[config.mk]
export PLATFORM = sky130hd
export DESIGN_NAME = bounded_fifo_with_remove
export DESIGN_NICKNAME = d
export VERILOG_FILES = /design/src/design/bfr_pkg.sv /design/src/design/bfr_ram.sv /design/src/design/bfr_result_buf.sv /design/src/design/bounded_fifo_with_remove.sv
export SDC_FILE = /design/constraint.sdc
export NUM_CORES = 1
export LEC_CHECK = 0
export BUFFER_PORTS_ARGS = -buffer_cell sky130_fd_sc_hd__clkbuf_2
export CAP_MARGIN = 20
export CORE_AREA = 10 10 253 255
export DETAILED_ROUTE_END_ITERATION = 7
export DIE_AREA = 0 0 263 265
export PLACE_DENSITY = 0.67
export SYNTH_ARGS = -nofsm -noshare
export SYNTH_HDL_FRONTEND = slang
export SYNTH_HIERARCHICAL = 1
export SYNTH_SLANG_ARGS = --single-unit
export TNS_END_PERCENT = 1
[constraint.sdc]
create_clock -name clk -period 5.8 [get_ports clk]
set_clock_uncertainty 0.15 [all_clocks]
set_input_delay 0.58 -clock clk [delete_from_list [all_inputs] [get_ports clk]]
set_output_delay 0.58 -clock clk [all_outputs]
set_load 0.1 [all_outputs]
[src/design/bfr_pkg.sv]
// ----------------------------------------------------------------------------
// bfr_pkg
// Shared codes and types for the bounded message fifo with remove.
// ----------------------------------------------------------------------------
package bfr_pkg;

	// operation codes of an input word
	localparam logic [1:0] OP_PUT    = 2'd0;
	localparam logic [1:0] OP_GET    = 2'd1;
	localparam logic [1:0] OP_REMOVE = 2'd2;

	// capacity register
	localparam int unsigned CAP_W = 5;
	localparam logic [CAP_W-1:0] CAP_RESET = 5'd16;

	// result status codes
	typedef enum logic [1:0] {
		ST_DONE      = 2'd0,
		ST_FULL      = 2'd1,
		ST_EMPTY     = 2'd2,
		ST_NOT_FOUND = 2'd3
	} bfr_status_t;

	// control sequencer states
	typedef enum logic [1:0] {
		S_IDLE,
		S_GET_WAIT,
		S_RM_SCAN,
		S_RM_END
	} bfr_state_t;

endpackage

[src/design/bfr_ram.sv]
// ----------------------------------------------------------------------------
// bfr_ram
// Generic simple dual-port RAM, one write and one read port, registered read.
// ----------------------------------------------------------------------------
module bfr_ram #(
	parameter int WIDTH = 32,
	parameter int DEPTH = 16
) (
	input  logic                     clk,
	input  logic                     we,
	input  logic [$clog2(DEPTH)-1:0] waddr,
	input  logic [WIDTH-1:0]         wdata,
	input  logic                     re,
	input  logic [$clog2(DEPTH)-1:0] raddr,
	output logic [WIDTH-1:0]         rdata
);

	logic [WIDTH-1:0] mem_q [DEPTH];

	// write port
	always_ff @(posedge clk) begin
		if (we) begin
			mem_q[waddr] <= wdata;
		end
	end

	// read port, data holds until the next read
	always_ff @(posedge clk) begin
		if (re) begin
			rdata <= mem_q[raddr];
		end
	end

endmodule

[src/design/bfr_result_buf.sv]
// ----------------------------------------------------------------------------
// bfr_result_buf
// Output register with a skid stage, so a finished result never blocks the
// sequencer while the previous one waits to be taken.
// ----------------------------------------------------------------------------
module bfr_result_buf #(
	parameter int W = 39
) (
	input  logic         clk,
	input  logic         arst_n,
	input  logic         push,
	input  logic [W-1:0] push_data,
	output logic         full,
	output logic         out_valid,
	input  logic         out_stall,
	output logic [W-1:0] out_data
);

	logic         out_valid_q;
	logic [W-1:0] out_data_q;
	logic         skid_valid_q;
	logic [W-1:0] skid_data_q;
	logic         pop;

	assign pop       = out_valid_q && !out_stall;
	assign full      = skid_valid_q;
	assign out_valid = out_valid_q;
	assign out_data  = out_data_q;

	// valid flags
	always_ff @(posedge clk or negedge arst_n) begin
		if (!arst_n) begin
			out_valid_q  <= 1'b0;
			skid_valid_q <= 1'b0;
		end else begin
			if (pop) begin
				if (skid_valid_q) begin
					skid_valid_q <= 1'b0;
				end else begin
					out_valid_q <= push;
				end
			end else if (!out_valid_q) begin
				out_valid_q <= push;
			end else if (push) begin
				skid_valid_q <= 1'b1;
			end
		end
	end

	// payload
	always_ff @(posedge clk) begin
		if (pop) begin
			if (skid_valid_q) begin
				out_data_q <= skid_data_q;
			end else if (push) begin
				out_data_q <= push_data;
			end
		end else if (!out_valid_q) begin
			if (push) begin
				out_data_q <= push_data;
			end
		end else if (push) begin
			skid_data_q <= push_data;
		end
	end

endmodule

[src/design/bounded_fifo_with_remove.sv]
// ----------------------------------------------------------------------------
// bounded_fifo_with_remove
// Message fifo with a programmable capacity limit and remove-by-value.
// ----------------------------------------------------------------------------
// The entries live in one dual-port RAM used as a ring between a head and a
// tail pointer, and every word gives one result. A put, a get on an empty
// queue and an unused code finish in the cycle they are taken; a get waits
// in S_GET_WAIT for the registered RAM read. A remove streams the stored
// entries through the RAM read port, one per cycle, and writes the kept ones
// back at a trailing pointer, then gives its result from S_RM_END. The RAM is
// not cleared after reset; only entries below the count are ever read.
// Results go through an output register with a skid stage; once both hold
// a word the input stalls until the receiver takes one.
// ----------------------------------------------------------------------------
module bounded_fifo_with_remove
	import bfr_pkg::*;
#(
	parameter int QUEUE_DEPTH   = 16,
	parameter int MESSAGE_WIDTH = 32
) (
	input  logic                               clk,
	input  logic                               arst_n,
	// configuration write
	input  logic                               cfg_valid,
	output logic                               cfg_ready,
	input  logic [CAP_W-1:0]                   cfg_data,
	// input words
	input  logic                               in_valid,
	output logic                               in_stall,
	input  logic [1:0]                         operation,
	input  logic [MESSAGE_WIDTH-1:0]           message,
	// result words
	output logic                               out_valid,
	input  logic                               out_stall,
	output logic [1:0]                         status,
	output logic [MESSAGE_WIDTH-1:0]           message_out,
	output logic [$clog2(QUEUE_DEPTH+1)-1:0]   count
);

	localparam int AW = $clog2(QUEUE_DEPTH);
	localparam int CW = $clog2(QUEUE_DEPTH + 1);
	localparam int LW = (CW > CAP_W) ? CW : CAP_W;
	localparam int RW = 2 + MESSAGE_WIDTH + CW;
	localparam logic [AW-1:0] LAST_ADDR = AW'(QUEUE_DEPTH - 1);

	bfr_state_t state_q, state_d;

	logic [CAP_W-1:0]         limit_q;
	logic [AW-1:0]            head_q, tail_q;
	logic [CW-1:0]            count_q;
	logic [MESSAGE_WIDTH-1:0] msg_q;
	logic [CW-1:0]            rd_idx_q;
	logic [AW-1:0]            rd_addr_q, wr_addr_q;
	logic [CW-1:0]            kept_q;
	logic                     found_q;
	logic                     vld_s1;

	logic                     accept;
	logic                     res_full;
	logic                     push;
	bfr_status_t              push_status;
	logic [MESSAGE_WIDTH-1:0] push_msg;
	logic [CW-1:0]            push_count;
	logic [RW-1:0]            out_data;

	logic                     ram_we, ram_re;
	logic [AW-1:0]            ram_waddr, ram_raddr;
	logic [MESSAGE_WIDTH-1:0] ram_wdata, ram_rdata;

	logic [LW-1:0]            eff_limit;
	logic                     full_now;
	logic                     s1_match;

	// ring pointer increment with wrap at the depth
	function automatic logic [AW-1:0] ptr_next(input logic [AW-1:0] p);
		ptr_next = (p == LAST_ADDR) ? '0 : p + AW'(1);
	endfunction

	assign cfg_ready = 1'b1;
	assign accept    = in_valid && !in_stall;
	assign s1_match  = (ram_rdata == msg_q);

	// effective limit: zero acts as one, saturates at the depth
	always_comb begin
		if (limit_q == '0) begin
			eff_limit = LW'(1);
		end else if (LW'(limit_q) > LW'(QUEUE_DEPTH)) begin
			eff_limit = LW'(QUEUE_DEPTH);
		end else begin
			eff_limit = LW'(limit_q);
		end
	end

	assign full_now = (count_q != '0) && (LW'(count_q) >= eff_limit);

	// next state
	always_comb begin
		state_d = state_q;
		unique case (state_q)
			S_IDLE: begin
				if (accept) begin
					if (operation == OP_GET && count_q != '0) begin
						state_d = S_GET_WAIT;
					end else if (operation == OP_REMOVE) begin
						state_d = S_RM_SCAN;
					end
				end
			end
			S_GET_WAIT: begin
				if (!res_full) begin
					state_d = S_IDLE;
				end
			end
			S_RM_SCAN: begin
				if (rd_idx_q == count_q && !vld_s1) begin
					state_d = S_RM_END;
				end
			end
			S_RM_END: begin
				if (!res_full) begin
					state_d = S_IDLE;
				end
			end
			default: state_d = S_IDLE;
		endcase
	end

	// sequencer outputs: ram access, result push, input stall
	always_comb begin
		in_stall    = 1'b1;
		push        = 1'b0;
		push_status = ST_DONE;
		push_msg    = '0;
		push_count  = count_q;
		ram_we      = 1'b0;
		ram_waddr   = tail_q;
		ram_wdata   = message;
		ram_re      = 1'b0;
		ram_raddr   = head_q;
		unique case (state_q)
			S_IDLE: begin
				in_stall = res_full;
				if (accept) begin
					unique case (operation)
						OP_PUT: begin
							push = 1'b1;
							if (full_now) begin
								push_status = ST_FULL;
							end else begin
								ram_we     = 1'b1;
								push_count = count_q + CW'(1);
							end
						end
						OP_GET: begin
							if (count_q == '0) begin
								push        = 1'b1;
								push_status = ST_EMPTY;
							end else begin
								ram_re = 1'b1;
							end
						end
						OP_REMOVE: begin
							push = 1'b0;
						end
						default: begin
							push = 1'b1;
						end
					endcase
				end
			end
			S_GET_WAIT: begin
				if (!res_full) begin
					push       = 1'b1;
					push_msg   = ram_rdata;
					push_count = count_q - CW'(1);
				end
			end
			S_RM_SCAN: begin
				if (rd_idx_q < count_q) begin
					ram_re    = 1'b1;
					ram_raddr = rd_addr_q;
				end
				if (vld_s1 && !s1_match) begin
					ram_we    = 1'b1;
					ram_waddr = wr_addr_q;
					ram_wdata = ram_rdata;
				end
			end
			S_RM_END: begin
				if (!res_full) begin
					push        = 1'b1;
					push_status = found_q ? ST_DONE : ST_NOT_FOUND;
					push_count  = kept_q;
				end
			end
			default: begin
				in_stall = 1'b1;
			end
		endcase
	end

	// state, pointers, count and scan bookkeeping
	always_ff @(posedge clk or negedge arst_n) begin
		if (!arst_n) begin
			state_q   <= S_IDLE;
			limit_q   <= CAP_RESET;
			head_q    <= '0;
			tail_q    <= '0;
			count_q   <= '0;
			rd_idx_q  <= '0;
			rd_addr_q <= '0;
			wr_addr_q <= '0;
			kept_q    <= '0;
			found_q   <= 1'b0;
			vld_s1    <= 1'b0;
		end else begin
			state_q <= state_d;
			if (cfg_valid && cfg_ready) begin
				limit_q <= cfg_data;
			end
			unique case (state_q)
				S_IDLE: begin
					if (accept && operation == OP_PUT && !full_now) begin
						tail_q  <= ptr_next(tail_q);
						count_q <= count_q + CW'(1);
					end
					if (accept && operation == OP_REMOVE) begin
						rd_idx_q  <= '0;
						rd_addr_q <= head_q;
						wr_addr_q <= head_q;
						kept_q    <= '0;
						found_q   <= 1'b0;
						vld_s1    <= 1'b0;
					end
				end
				S_GET_WAIT: begin
					if (push) begin
						head_q  <= ptr_next(head_q);
						count_q <= count_q - CW'(1);
					end
				end
				S_RM_SCAN: begin
					vld_s1 <= ram_re;
					if (ram_re) begin
						rd_idx_q  <= rd_idx_q + CW'(1);
						rd_addr_q <= ptr_next(rd_addr_q);
					end
					if (vld_s1) begin
						if (s1_match) begin
							found_q <= 1'b1;
						end else begin
							wr_addr_q <= ptr_next(wr_addr_q);
							kept_q    <= kept_q + CW'(1);
						end
					end
				end
				S_RM_END: begin
					if (push) begin
						count_q <= kept_q;
						tail_q  <= wr_addr_q;
					end
				end
				default: begin
					vld_s1 <= 1'b0;
				end
			endcase
		end
	end

	// handle being matched during a remove
	always_ff @(posedge clk) begin
		if (accept && operation == OP_REMOVE) begin
			msg_q <= message;
		end
	end

	// entry storage
	bfr_ram #(
		.WIDTH (MESSAGE_WIDTH),
		.DEPTH (QUEUE_DEPTH)
	) u_ram (
		.clk   (clk),
		.we    (ram_we),
		.waddr (ram_waddr),
		.wdata (ram_wdata),
		.re    (ram_re),
		.raddr (ram_raddr),
		.rdata (ram_rdata)
	);

	// result output with skid
	bfr_result_buf #(
		.W (RW)
	) u_result (
		.clk       (clk),
		.arst_n    (arst_n),
		.push      (push),
		.push_data ({push_status, push_msg, push_count}),
		.full      (res_full),
		.out_valid (out_valid),
		.out_stall (out_stall),
		.out_data  (out_data)
	);

	assign status      = out_data[RW-1 -: 2];
	assign message_out = out_data[CW +: MESSAGE_WIDTH];
	assign count       = out_data[CW-1:0];

endmodule

# Word level (Yosys, flattened, before mapping)
# Memories as Yosys holds them, arrays and structs flattened. A register that Yosys moved wholly into a read port is not among the register bits.
# Index checks and enable logic that the tools add are counted.
[totals]
mem_count = 1
elab_cells = 174
inputBits = 44
out_inout_bits = 42
reg_bits = 152
ram_bits = 512
[classes]
mux = 85
bitwise_logic = 1
n_eq_ne = 25
n_addsub = 8
n_reduce_logical = 35
order_cmp = 3
[mem_list]
columns = ["name", "depth", "word_bits", "read_ports", "rd_ports_with_merged_regs", "write_ports", "line", "source"]
rows = [
  ["u_ram.mem_q", 16, 32, 1, 1, 1, "bfr_ram.sv:18", "logic [WIDTH-1:0] mem_q [DEPTH];"],
]
[ops]
columns = ["op", "n"]
rows = [
  ["39-bit two-way mux", 4],
  ["32-bit two-way mux", 4],
  ["5-bit two-way mux", 14],
  ["4-bit two-way mux", 14],
  ["32-bit equality test", 1],
  ["5-bit case mux with 3 select lines", 2],
  ["1-bit two-way mux", 24],
  ["4-bit case mux with 2 select lines", 3],
  ["2-bit != test (second input constant)", 11],
  ["5-bit case mux with 2 select lines", 2],
  ["2-bit two-way mux", 9],
  ["4-bit by 1-bit adder with 4-bit output (second input constant)", 4],
  ["4-bit equality test (second input constant)", 4],
  ["4-bit AND reduction", 4],
  ["5-bit by 1-bit adder with 5-bit output (second input constant)", 3],
  ["1-bit case mux with 2 select lines", 6],
  ["5-bit zero test", 2],
  ["1-bit logical AND", 9],
  ["3-bit AND reduction", 3],
  ["2-bit case mux with 2 select lines", 2],
  ["2-bit nonzero test", 4],
  ["2-bit equality test (second input constant)", 3],
  ["2-bit case mux with 3 select lines", 1],
  ["2-bit AND reduction", 3],
  ["other kinds (14)", 21],
]

# Depth between registers and ports, before layout
# Gate-level depths: netlist (run 1).
[depth]
ltp_word = 12
mapped_depth = 13
mapped_depth_nobuf = 12

# Cells and area by module
# The synthesis (run 1) kept the hierarchy.
[modules_own_cells]
columns = ["module", "area_per_inst_um2", "n_inst", "cells_each", "seq_area_each_um2"]
rows = [
  ["bfr_ram", 20155.6, 1, 838, 16335.7],
  ["bounded_fifo_with_remove", 5210.0, 1, 498, 1963.1],
  ["bfr_result_buf", 3684.8, 1, 174, 2392.3],
]

# Least setup slack after synthesis (run 1)
# Ideal clock, no wire load.
[synth_path]
kind = "reg-to-reg"
start = "register state_q[0]"
end = "memory u_ram.mem_q[0][0] (enable)"
synth_period_minus_slack_ns = 5.636
setup_ns = 0.461
path_stages_with_launch = 10
t_required_ns = 5.189
n_path_buf = 0
path_slack_ns = 0.164
arrival_time_ns = 5.025
cell_sequence = "dfrtp_1 -> inv_1 -> ha_1 -> nand2b_1 -> nor4_1 -> o21a_1 -> o21a_1 -> or2_1 -> or3b_2 -> nor3_1"
[synth_via]
elab_chain_len = 8
word_cells_on_any_way = 10
cone_classes = "eq/ne (1); mux (6); reduce/logical (3)"
[synth_rtl]
columns = ["element", "line", "source"]
rows = [
  ["start, declared", "bounded_fifo_with_remove.sv:46", "bfr_state_t state_q, state_d;"],
  ["start signal, assigned", "bounded_fifo_with_remove.sv:217", "state_q <= state_d;"],
  ["2-bit zero test", "bounded_fifo_with_remove.sv:140", "unique case (state_q)"],
  ["1-bit two-way mux", "bounded_fifo_with_remove.sv:140", ""],
  ["via in_stall", "bounded_fifo_with_remove.sv:29", "output logic in_stall,"],
  ["1-bit zero test", "bounded_fifo_with_remove.sv:80", "assign accept = in_valid && !in_stall;"],
  ["1-bit logical AND", "bounded_fifo_with_remove.sv:80", ""],
  ["1-bit two-way mux", "bounded_fifo_with_remove.sv:143", "if (accept) begin"],
  ["1-bit case mux with 2 select lines", "bounded_fifo_with_remove.sv:140", ""],
  ["via ram_we", "bounded_fifo_with_remove.sv:66", "logic ram_we, ram_re;"],
  ["1-bit two-way mux", "bfr_ram.sv:22", "if (we) begin"],
  ["1-bit two-way mux (implied by the code)", "bfr_ram.sv:23", "mem_q[waddr] <= wdata;"],
  ["end, declared", "bfr_ram.sv:18", ""],
]
# The timed path passes the listed nets, and every way through them passes these cells.

# Worst setup path in the final report (run 1)
[layout_path]
start = "register u_ram.rdata[15] (read register of u_ram.mem_q)"
end = "memory u_ram.mem_q[3][22] (enable)"
[layout_via]
word_cells_on_any_way = 9
cone_classes = "eq/ne (1); mux (6); reduce/logical (2)"
[layout_lines]
columns = ["element", "line", "source"]
rows = [
  ["start, declared", "bfr_ram.sv:15", "output logic [WIDTH-1:0] rdata"],
  ["32-bit equality test", "bounded_fifo_with_remove.sv:81", "assign s1_match = (ram_rdata == msg_q);"],
  ["1-bit zero test", "bounded_fifo_with_remove.sv:183", "if (vld_s1 && !s1_match) begin"],
  ["1-bit logical AND", "bounded_fifo_with_remove.sv:183", ""],
  ["4-bit two-way mux", "bounded_fifo_with_remove.sv:183", ""],
  ["4-bit two-way mux", "bounded_fifo_with_remove.sv:140", ""],
  ["via ram_waddr[2]", "bounded_fifo_with_remove.sv:67", "logic [AW-1:0] ram_waddr, ram_raddr;"],
]
# The timed path passes the listed nets, and every way through them passes these cells.

==> impl_metrics.env, run 1 <==
export IMPL_rows=89
export IMPL_synth_seq_area_share_pct=71.22
export IMPL_antenna_found_initial=0
export IMPL_hold_viol=0
export IMPL_clockPowerShare_pct=21.3
export IMPL_post_dp_hpwl_mm=45.33
export IMPL_fp_dieW_um=263
export IMPL_synth_ff_type="edfxtp_1"
export IMPL_clock_sinks=696
export IMPL_overflow=0
export IMPL_hold_class="primary input to flip-flop"
export IMPL_intPower_mw=12.67
export IMPL_hold_buffers=2
export IMPL_tns_ps=0
export IMPL_cts_buffers=72
export IMPL_async_flop_share_pct=6.034
export IMPL_p_sw_share_pct=37.75
export IMPL_netlist_instances=1510
export IMPL_period_share_pct=81.70
export IMPL_cp_top_family="simple AND/OR/NAND/NOR gates"
export IMPL_ioPinCount=86
export IMPL_seq_power_share_pct=36.5
export IMPL_fin_crit_ps=4739
export IMPL_synth_seq_cells=696
export IMPL_p_comb_share_pct=42.2
export IMPL_finalMaxSlewViolations=0
export IMPL_port_buffers=84
export IMPL_post_place_ws_ps=1023
export IMPL_drcViolationCount=0
export IMPL_grt_max_degree=43
export IMPL_critPathRequiredTime_ps=5930
export IMPL_cts_clk_slew_worst_paths_ps=60
export IMPL_via_per_inst=6.175
export IMPL_finalWorstSetupSlack_ps=1062
export IMPL_drt_initial_drc_count=1652
export IMPL_peakVddDrop_mv=0.4782
export IMPL_p_switching_mw=7.687
export IMPL_yosys_warnings=6
export IMPL_cp_slowest_cell="nor2_4"
export IMPL_syn_area_per_cell_um2=19.24
export IMPL_status="finished, final reports clean"
export IMPL_core_area_um2=58800
export IMPL_final_common_cell="edfxtp_1"
export IMPL_ys_types=74
export IMPL_dr_total_vias=15200
export IMPL_detail_route_antenna_nets=0
export IMPL_rsz0062_at_grt="false"
export IMPL_setup_viol_count_final=0
export IMPL_grt_pass1_vias=15300
export IMPL_relSlewSlack_pct=27.17
export IMPL_wl_per_cell_um=28.59
export IMPL_crit_path_start_kind="flip-flop"
export IMPL_critPathKind="flip-flop to flip-flop"
export IMPL_cts_tree="yes"
export IMPL_start_util_pct=49.41
export IMPL_clockBufferDepth=3
export IMPL_cts_root_buf="clkbuf_16"
export IMPL_mostFrequentLayoutCells="edfxtp_1, mux4_2, mux2_4"
export IMPL_synthesis_area_um2=29050
export IMPL_placed_cell_area_um2=30600
export IMPL_path_cells="xnor2_1, nand4_1, nor4_2, nand2_1, and3_2, mux2_4, or3b_2, nor2_4, buf_4"
export IMPL_p_leak_nw=11.17
export IMPL_slowest_delay_ps=600
export IMPL_syn_num_nets=1578
export IMPL_arrival_ps=4870
export IMPL_crit_buf_inv=1
export IMPL_cp_end_kind="flip-flop"
export IMPL_routed_wl_mm=70.37
export IMPL_crit_fanout=18
export IMPL_cts_setup_buffers=0
export IMPL_area_growth_pct=13.04
export IMPL_grt_first_pass_wirelength_mm=105.4
export IMPL_gp_congestion=0.8066
export IMPL_clock_fmax_ghz=0.2110
export IMPL_antenna_cells=0
export IMPL_placed_cells=2329
export IMPL_final_layout_size_suffix_gt1_share_pct=30.92
export IMPL_power_density_nw_per_um2=620.0
export IMPL_grt_usage_pct=20.16
export IMPL_stdcell_area_um2=32840
export IMPL_worst_slew_pin_slew_ps=1090
export IMPL_layout_nets=1701
export IMPL_cts_resized=0
export IMPL_drv_cap=0
export IMPL_final_cells=2461
export IMPL_dieArea_um2=69700
export IMPL_htreeDepth=3
export IMPL_synth_edff_count=654
export IMPL_clk_latency_ps=620
export IMPL_die_h_um=265
export IMPL_drtPass1Iterations=5
-- power groups by stage --
| stage | Clock (mW) | Sequential [mW] | Combinational, mW |
|---|---|---|---|
| 6_report | 4.34 | 7.44 | 8.59 |
| 5_1_grt | 4.64 | 7.51 | 9.11 |
| 4_1_cts | 4.43 | 7.43 | 8.58 |
| 3_5_place_dp | 0 | 7.52 | 8.55 |
| 3_3_place_gp | 0 | 7.51 | 8.34 |
| 2_1_floorplan | 0 | 8.21 | 5.41 |
-- cell usage after synthesis (4+ instances only) --
cell type | n | area [µm²]
a211oi_1 | 7 | 52.55
a21o_1 | 5 | 37.54
a21oi_1 | 11 | 55.05
a221oi_1 | 5 | 43.79
a22oi_1 | 65 | 488.0
a31oi_1 | 8 | 50.05
and2_1 | 34 | 212.7
buf_1 | 10 | 37.54
buf_2 | 10 | 50.05
buf_4 | 14 | 105.1
clkbuf_1 | 33 | 123.9
dfrtp_1 | 41 | 1026
edfxtp_1 | 654 | 19640
ha_1 | 24 | 300.3
inv_1 | 21 | 78.83
mux2_2 | 27 | 304.0
mux2_4 | 104 | 1562
mux2i_1 | 7 | 70.07
mux4_2 | 128 | 2883
nand2_1 | 72 | 270.3
nand2b_1 | 6 | 37.54
nand3_1 | 13 | 65.06
nand3b_1 | 6 | 45.04
nand4_1 | 11 | 68.82
nor2_1 | 41 | 153.9
nor2b_1 | 5 | 31.28
nor3_1 | 12 | 60.06
o211ai_1 | 5 | 37.54
o21a_1 | 4 | 30.03
o21ai_0 | 20 | 100.1
o2bb2ai_1 | 4 | 35.03
xnor2_1 | 40 | 350.3
-- state kept, by name, summed over array words and instances (netlist names) --
| register | count |
|---|---|
| rd_idx_q | 5 |
| kept_q | 5 |
| u_result/skid_data_q | 39 |
| vld_s1 | 1 |
| u_ram/mem_q | 512 |
| head_q | 4 |
| count_q | 5 |
| u_result/full | 1 |
| wr_addr_q | 4 |
| u_ram/rdata | 32 |
| u_result/out_data | 39 |
| u_result/out_valid | 1 |
| state_q | 2 |
| rd_addr_q | 4 |
| msg_q | 32 |
| found_q | 1 |
| tail_q | 4 |
| limit_q | 5 |
-- metrics by stage --
stage	power [mW]	hold WS, ps	util (%)
5_1_grt	21.26	24.64	55.85
2_1_floorplan	13.62	134.4	-
4_1_cts	20.43	9.500	55.81
3_3_place_gp	15.85	328.0	51.76
3_5_place_dp	16.08	341.1	52.05
6_report	20.36	28.89	55.85
-- path summary, 6_finish.rpt --
path	depth (start not counted)	startpoint	to	slack (ps)
hold / removal	3	cfg_data[4]	limit_q[4]$_DFFE_PN1P_	30
hold reg to reg	1	found_q$_DFFE_PN0P_	found_q$_DFFE_PN0P_	350
setup reg to reg	9	u_ram/rdata[15]$_DFFE_PP_	u_ram/mem_q[3][22]$_DFFE_PP_	1060
min in group asynchronous	2	arst_n	limit_q[3]$_DFFE_PN0P_	240
setup / recovery	9	u_ram/rdata[15]$_DFFE_PP_	u_ram/mem_q[3][22]$_DFFE_PP_	1060
max in group asynchronous	3	arst_n	limit_q[4]$_DFFE_PN1P_	4710
-- cells by family (layout without fill, tap and decap cells) --
group                      after synthesis  after routing  synth area share [%]
buffers and inverters                   97            275                 1.839
other                                    1              1               0.01291
and+or+nand+nor                        219            219                 3.833
DFF                                    696            696                 71.22
xor gates and xnor gates                42             42                 1.266
muxes                                  268            268                 16.66
adders and majority gates               24             24                 1.034
AOI/OAI and AO/OA                      163            163                 4.126
-- worst register-to-register path, cell delays in order (launching register included) --
cell and delay [ps]:
edfxtp_1 500, xnor2_1 490, nand4_1 190, nor4_2 590, nand2_1 140, and3_2 320
mux2_4 340, or3b_2 600, nor2_4 600, buf_4 460
-- layout make-up --
cell class / instances / area, µm²
Timing Repair Buffer: 125 / 910.9
Clock inverter: 41 / 286.5
Multi-Input combinational cell: 717 / 8001
Clock buffer: 88 / 1903
Tap cell: 773 / 967.2
Inverter: 21 / 78.83
Sequential cell: 696 / 20690
Fill cell: 4390 / 25960
-- routing by layer --
layer / GRT usage (%) / wire (µm)
met5: 0 / 0
met4: 6.679 / 1797
met3: 4.514 / 6817
met2: 30.19 / 32150
met1: 28.90 / 29610
No activity file was read; power rests on OpenSTA's default activity.
==> inputs of run 2 (changes only) <==
--- a/config.mk
+++ b/config.mk
@@ -10,7 +10,7 @@
 export CORE_AREA = 10 10 253 255
 export DETAILED_ROUTE_END_ITERATION = 7
 export DIE_AREA = 0 0 263 265
-export PLACE_DENSITY = 0.67
+export PLACE_DENSITY = 0.69
 export SYNTH_ARGS = -nofsm -noshare
 export SYNTH_HDL_FRONTEND = slang
 export SYNTH_HIERARCHICAL = 1
==> constraint.sdc (replaced) <==
create_clock -name clk -period 3.8 [get_ports clk]
set_clock_uncertainty 0.15 [all_clocks]
set_input_delay 0.38 -clock clk [delete_from_list [all_inputs] [get_ports clk]]
set_output_delay 0.38 -clock clk [all_outputs]
set_load 0.1 [all_outputs]
==> run 2 against run 1 <==
Die area is the same. Worst hold slack gained 67 ps. Clock power grew 62%. First-iteration DRC count shrank 12%. Sequential share of layout area shrank 2.1 points. Critical path depth is the same. Setup slack lost 950 ps. Global-route usage shrank 1.3 points. Combinational power grew 58%. Critical path type unchanged. Critical endpoint is now u_ram/mem_q[0][4]$_DFFE_PP_. Highest routed layer is now met5.
==> impl_metrics.env, run 2 (same netlist as run 1, synthesis figures left out) <==
export IMPL_cts_root_buf="clkbuf_16"
export IMPL_ioPinCount=86
export IMPL_route_met3_wl_mm=4.954
export IMPL_critPathRequiredTime_ps=3940
export IMPL_grt_pass1_vias=15490
export IMPL_final_common_cell="edfxtp_1"
export IMPL_mostFrequentLayoutCells="edfxtp_1, mux4_2, mux2_4"
export IMPL_die_h_um=265
export IMPL_crit_fanout=12
export IMPL_routed_wl_mm=66.04
export IMPL_cp_top_family="simple AND/OR/NAND/NOR gates"
export IMPL_power_mw=31.71
export IMPL_finalMaxSlewViolations=0
export IMPL_tns_ps=0
export IMPL_stdcell_area_um2=33990
export IMPL_largest_register="u_ram/mem_q"
export IMPL_layout_nets=1780
export IMPL_fp_dieW_um=263
export IMPL_gp_congestion=0.8188
export IMPL_path_cells="xnor2_1, nand4_1, nor4_4, nand2_1, and3_2, mux2_2, or3b_4, nor3_4, buf_4"
export IMPL_status="finished, final reports clean"
export IMPL_clock_fmax_ghz=0.2711
export IMPL_cts_tree="yes"
export IMPL_placed_cell_area_um2=31170
export IMPL_clk_latency_ps=620
export IMPL_clock_sinks=696
export IMPL_setup_viol_count_final=0
export IMPL_met2WireLength_mm=31.00
export IMPL_rsz0062_at_grt="false"
export IMPL_cts_buffers=72
export IMPL_dr_total_vias=14990
export IMPL_cp_slowest_cell="or3b_4"
export IMPL_grt_max_degree=49
export IMPL_grt_usage_pct=18.88
export IMPL_htreeDepth=3
export IMPL_largest_register_ffs=512
export IMPL_clockBufferDepth=3
export IMPL_arrival_ps=3830
export IMPL_port_buffers=84
export IMPL_final_layout_size_suffix_gt1_share_pct=31.88
export IMPL_crit_buf_inv=1
export IMPL_drt_initial_drc_count=1448
export IMPL_power_density_nw_per_um2=933.2
export IMPL_fin_crit_ps=3689
export IMPL_worst_slew_pin_slew_ps=1019
export IMPL_drtPass1Iterations=7
export IMPL_crit_path_start_kind="flip-flop"
export IMPL_antenna_found_initial=2
export IMPL_critPathKind="flip-flop to flip-flop"
export IMPL_drv_cap=0
export IMPL_rows=89
export IMPL_post_dp_hpwl_mm=42.09
export IMPL_cp_end_kind="flip-flop"
export IMPL_worst_path_stages=9
export IMPL_period_share_pct=97.08
export IMPL_drt_met1_wl_mm=28.80
export IMPL_relSlewSlack_pct=31.55
export IMPL_area_growth_pct=16.99
export IMPL_hold_class="primary input to asynchronous set/reset pin"
export IMPL_slowest_delay_ps=480
export IMPL_grt_first_pass_wirelength_mm=100.3
export IMPL_dieArea_um2=69700
export IMPL_highest_layer="met5"
export IMPL_via_per_inst=5.909
export IMPL_rrSetupSlack_ps=110
export IMPL_rr_endpoint="u_ram/mem_q[0][4]$_DFFE_PP_"
export IMPL_detail_route_antenna_nets=0
export IMPL_worstReg2RegStart="u_ram/rdata[3]$_DFFE_PP_"
export IMPL_peakVddDrop_mv=1.153
export IMPL_cts_clk_slew_worst_paths_ps=60
export IMPL_overflow=0
export IMPL_start_util_pct=49.41
export IMPL_wl_per_cell_um=26.03
export IMPL_p_leak_nw=11.70
export IMPL_drcViolationCount=0
export IMPL_reg2reg_depth=9
export IMPL_hold_viol=0
export IMPL_cts_setup_buffers=0
export IMPL_core_area_um2=58800
run 2: how the worst max path moves through the flow:
stage / slack, ps / start / to
2_1_floorplan: 10 / u_ram/rdata[5]$_DFFE_PP_ / u_ram/mem_q[0][0]$_DFFE_PP_
4_1_cts: 4 / u_ram/rdata[3]$_DFFE_PP_ / u_ram/mem_q[0][31]$_DFFE_PP_
3_3_place_gp: -50 / u_ram/rdata[3]$_DFFE_PP_ / u_ram/mem_q[0][2]$_DFFE_PP_
3_5_place_dp: -90 / u_ram/rdata[3]$_DFFE_PP_ / u_ram/mem_q[0][2]$_DFFE_PP_
6_report: 110 / u_ram/rdata[3]$_DFFE_PP_ / u_ram/mem_q[0][4]$_DFFE_PP_
5_1_grt: 10 / limit_q[2]$_DFFE_PN0P_ / u_ram/mem_q[0][31]$_DFFE_PP_
run 2: final cells by class:
class | count | area [µm²]
clock buffers | 86 | 1897
diodes | 1 | 2.502
inverters | 21 | 78.83
multi-input cells | 717 | 8061
well taps | 773 | 967.2
repair buffers | 204 | 1847
clock inverters | 39 | 440.4
fillers | 4251 | 24810
flip-flops and latches | 696 | 20690
run 2: metrics by stage:
step	setup WS [ps]	util, %	cells	hold slack [ps]
6_report	111.1	57.80	2537	96.09
5_1_grt	10.33	57.80	2536	127.5
4_1_cts	3.740	57.77	2536	96.50
3_5_place_dp	-91.23	53.01	2366	192.2
3_3_place_gp	-49.61	52.98	2365	332.5
2_1_floorplan	12.03	-	1510	-65.59
run 2: per-layer routing:
metal  track usage, %  vias up
met4            5.266        4
li1                 -     6504
met2            29.58      585
met1            26.65     7804
met5                0        -
met3            3.730       95
run 2: repair_timing:
action / 4_1_cts / 5_1_grt
endpoints found under the hold margin: 80 / 0
pin swaps: 0 / 1
hold buffers: 45 / 0
gates resized for setup: 1 / 2
setup endpoints to repair: 381 / 256
cloned: 0 / 0
run 2: report_power, final:
group | switching [mW] | leakage, nW | total, mW | internal [mW]
Sequential | 0.706 | 6.48 | 11.1 | 10.4
Clock | 2.88 | 1.13 | 7.01 | 4.12
Combinational | 7.94 | 4.09 | 13.6 | 5.66
==> inputs of run 3 (changes only) <==
--- a/config.mk
+++ b/config.mk
@@ -7,10 +7,12 @@
 export LEC_CHECK = 0
 export BUFFER_PORTS_ARGS = -buffer_cell sky130_fd_sc_hd__clkbuf_2
 export CAP_MARGIN = 20
-export CORE_AREA = 10 10 253 255
+export CELL_PAD_IN_SITES_DETAIL_PLACEMENT = 0
+export CELL_PAD_IN_SITES_GLOBAL_PLACEMENT = 1
+export CORE_AREA = 10 10 255 257
 export DETAILED_ROUTE_END_ITERATION = 7
-export DIE_AREA = 0 0 263 265
-export PLACE_DENSITY = 0.69
+export DIE_AREA = 0 0 265 267
+export PLACE_DENSITY = 0.76
 export SYNTH_ARGS = -nofsm -noshare
 export SYNTH_HDL_FRONTEND = slang
 export SYNTH_HIERARCHICAL = 1
==> run 3 against run 2 <==
Fmax increased by 1.4%. Die area increased by 1.5%. Critical path depth increased by 1. Power down 0.22%. Combinational power barely moved. Utilization fell by 0.51 points. Flip-flop and latch count did not move. Setup slack gained 51 ps.
==> impl_metrics.env, run 3 (same netlist as run 1, synthesis figures left out) <==
export IMPL_status="finished, final reports clean"
export IMPL_hold_class="primary input to asynchronous set/reset pin"
export IMPL_p_switching_mw=11.48
export IMPL_reg2reg_depth=10
export IMPL_drcViolationCount=0
export IMPL_layout_nets=1809
export IMPL_ioPinCount=86
export IMPL_finalMaxSlewViolations=0
export IMPL_crit_path_start_kind="flip-flop"
export IMPL_fin_util_pct=57.29
export IMPL_cp_end_kind="flip-flop"
export IMPL_die_h_um=267
export IMPL_final_layout_size_suffix_gt1_share_pct=32.92
export IMPL_p_sw_share_pct=36.28
export IMPL_clock_sinks=696
export IMPL_cts_root_buf="clkbuf_16"
export IMPL_clockPowerShare_pct=21.4
export IMPL_via_per_inst=5.895
export IMPL_grt_usage_pct=19.03
export IMPL_crit_start="u_ram/rdata[15]$_DFFE_PP_"
export IMPL_rr_endpoint="u_ram/mem_q[0][23]$_DFFE_PP_"
export IMPL_power_density_nw_per_um2=922.0
export IMPL_finalWorstSetupSlack_ps=161.8
export IMPL_overflow=0
export IMPL_met3_usage_pct=3.359
export IMPL_routed_wl_mm=66.82
export IMPL_final_common_cell="edfxtp_1"
export IMPL_seq_power_share_pct=35.4
export IMPL_cts_buffers=72
export IMPL_drtPass1Iterations=5
export IMPL_wl_per_cell_um=25.95
export IMPL_core_area_um2=59910
export IMPL_largest_register="u_ram/mem_q"
export IMPL_area_growth_pct=18.15
export IMPL_gp_congestion=0.8090
export IMPL_power_mw=31.65
export IMPL_grt_first_pass_wirelength_mm=101.2
export IMPL_relSlewSlack_pct=34.39
export IMPL_fillCellCount=4426
export IMPL_crit_fanout=32
export IMPL_drt_initial_drc_count=1345
export IMPL_mostFrequentLayoutCells="edfxtp_1, mux4_2, mux2_4"
export IMPL_worst_slew_pin_slew_ps=980.6
export IMPL_post_dp_hpwl_mm=43.39
export IMPL_clock_fmax_ghz=0.2749
export IMPL_setup_viol_count_final=0
export IMPL_fin_crit_ps=3638
export IMPL_fp_dieW_um=265
export IMPL_rsz0062_at_grt="false"
export IMPL_critPathKind="flip-flop to flip-flop"
export IMPL_cts_clk_slew_worst_paths_ps=60
export IMPL_worstReg2RegStart="u_ram/rdata[15]$_DFFE_PP_"
export IMPL_dr_total_vias=15180
export IMPL_drv_cap=0
export IMPL_cts_tree="yes"
export IMPL_arrival_ps=3780
export IMPL_detail_route_antenna_nets=0
export IMPL_rows=90
export IMPL_dieArea_um2=70760
export IMPL_clockBufferDepth=3
export IMPL_port_buffers=84
export IMPL_period_share_pct=95.74
export IMPL_post_place_ws_ps=-20.17
export IMPL_peakVddDrop_mv=0.4619
export IMPL_critPathRequiredTime_ps=3940
export IMPL_start_util_pct=48.49
export IMPL_clk_latency_ps=610
export IMPL_htreeDepth=3
export IMPL_p_leak_nw=11.84
export IMPL_largest_register_ffs=512
export IMPL_antenna_found_initial=0
export IMPL_busiest_layer="met2"
export IMPL_grt_max_degree=42
export IMPL_grt_pass1_vias=15810
export IMPL_rrSetupSlack_ps=160
export IMPL_use_met2_pct=30.82
export IMPL_intPower_mw=20.16
export IMPL_p_comb_share_pct=43.2
export IMPL_hold_viol=0
export IMPL_crit_path_end="u_ram/mem_q[0][23]$_DFFE_PP_"
export IMPL_grt_use_met1_pct=26.04
## run 3: cell types whose count changed in the layout (fill, tap and decap cells not counted), sizes merged
cell,before,now
clkinvlp,5,3
clkbuf,170,173
bufinv,8,4
inv,25,24
buf,75,104
clkinv,22,26
## run 3: cell type report
cell class | count | area, µm² | area share [%]
Antenna cell | 1 | 2.502 | 0.007291
Clock buffer | 89 | 1939 | 5.650
Clock inverter | 36 | 329.1 | 0.9587
Inverter | 21 | 78.83 | 0.2297
Multi-Input combinational cell | 717 | 8051 | 23.46
Sequential cell | 696 | 20690 | 60.28
Tap cell | 782 | 978.4 | 2.851
Timing Repair Buffer | 233 | 2252 | 6.562
## run 3: critical path, cell delays in order, from the launching register on
cell and delay (ps):
edfxtp_1 510, xnor2_1 430, nand4_1 170, nor4_2 330
buf_4 170, nand2_1 60, and3_2 250, mux2_2 310
or3b_4 450, nor3_4 210, buf_12 260
## run 3: routing by layer
metal  vias to the layer above  part of all wire (%)
li1                       6575                     -
met1                      8042                    44
met2                       487                    48
met3                        76                   5.7
met4                         0                   2.0
met5                         -                     0
## run 3: how the worst min path moves through the flow
stage,depth (start not counted),slack (ps),from,end
after floorplan,0,-70,arst_n,count_q[0]$_DFFE_PN0P_
after global placement,1,180,arst_n,rd_idx_q[2]$_DFFE_PN0P_
after detailed placement,1,200,arst_n,rd_idx_q[0]$_DFFE_PN0P_
after CTS,2,90,arst_n,rd_idx_q[0]$_DFFE_PN0P_
after global routing,2,150,arst_n,rd_idx_q[0]$_DFFE_PN0P_
final,2,110,arst_n,rd_idx_q[0]$_DFFE_PN0P_
## run 3: power groups by stage
stage               registers (mW)  clock network [mW]  logic, mW
detailed placement            11.3                   0       13.7
global placement              11.3                   0       13.5
floorplan                     12.5                   0       8.35
finish                        11.2                6.78       13.7
global route                  11.3                7.22       14.6
CTS                           11.2                6.91       13.8
## run 3: stage by stage
step           cells  instance area, µm²  setup TNS (ps)  hold WS, ps
2_1_floorplan   1510               29150               0       -65.59
3_3_place_gp    2404               31590          -10960        177.6
3_5_place_dp    2404               31590          -937.6        195.1
4_1_cts         2574               34310               0        91.32
5_1_grt         2574               34320               0        147.8
6_report        2575               34320               0        105.4
## run 3: timing repair
item,in CTS,in global routing
setup endpoints to repair,128,117
setup buffers,0,0
hold endpoints to repair,53,0
hold buffers,45,0
resized for setup,1,1
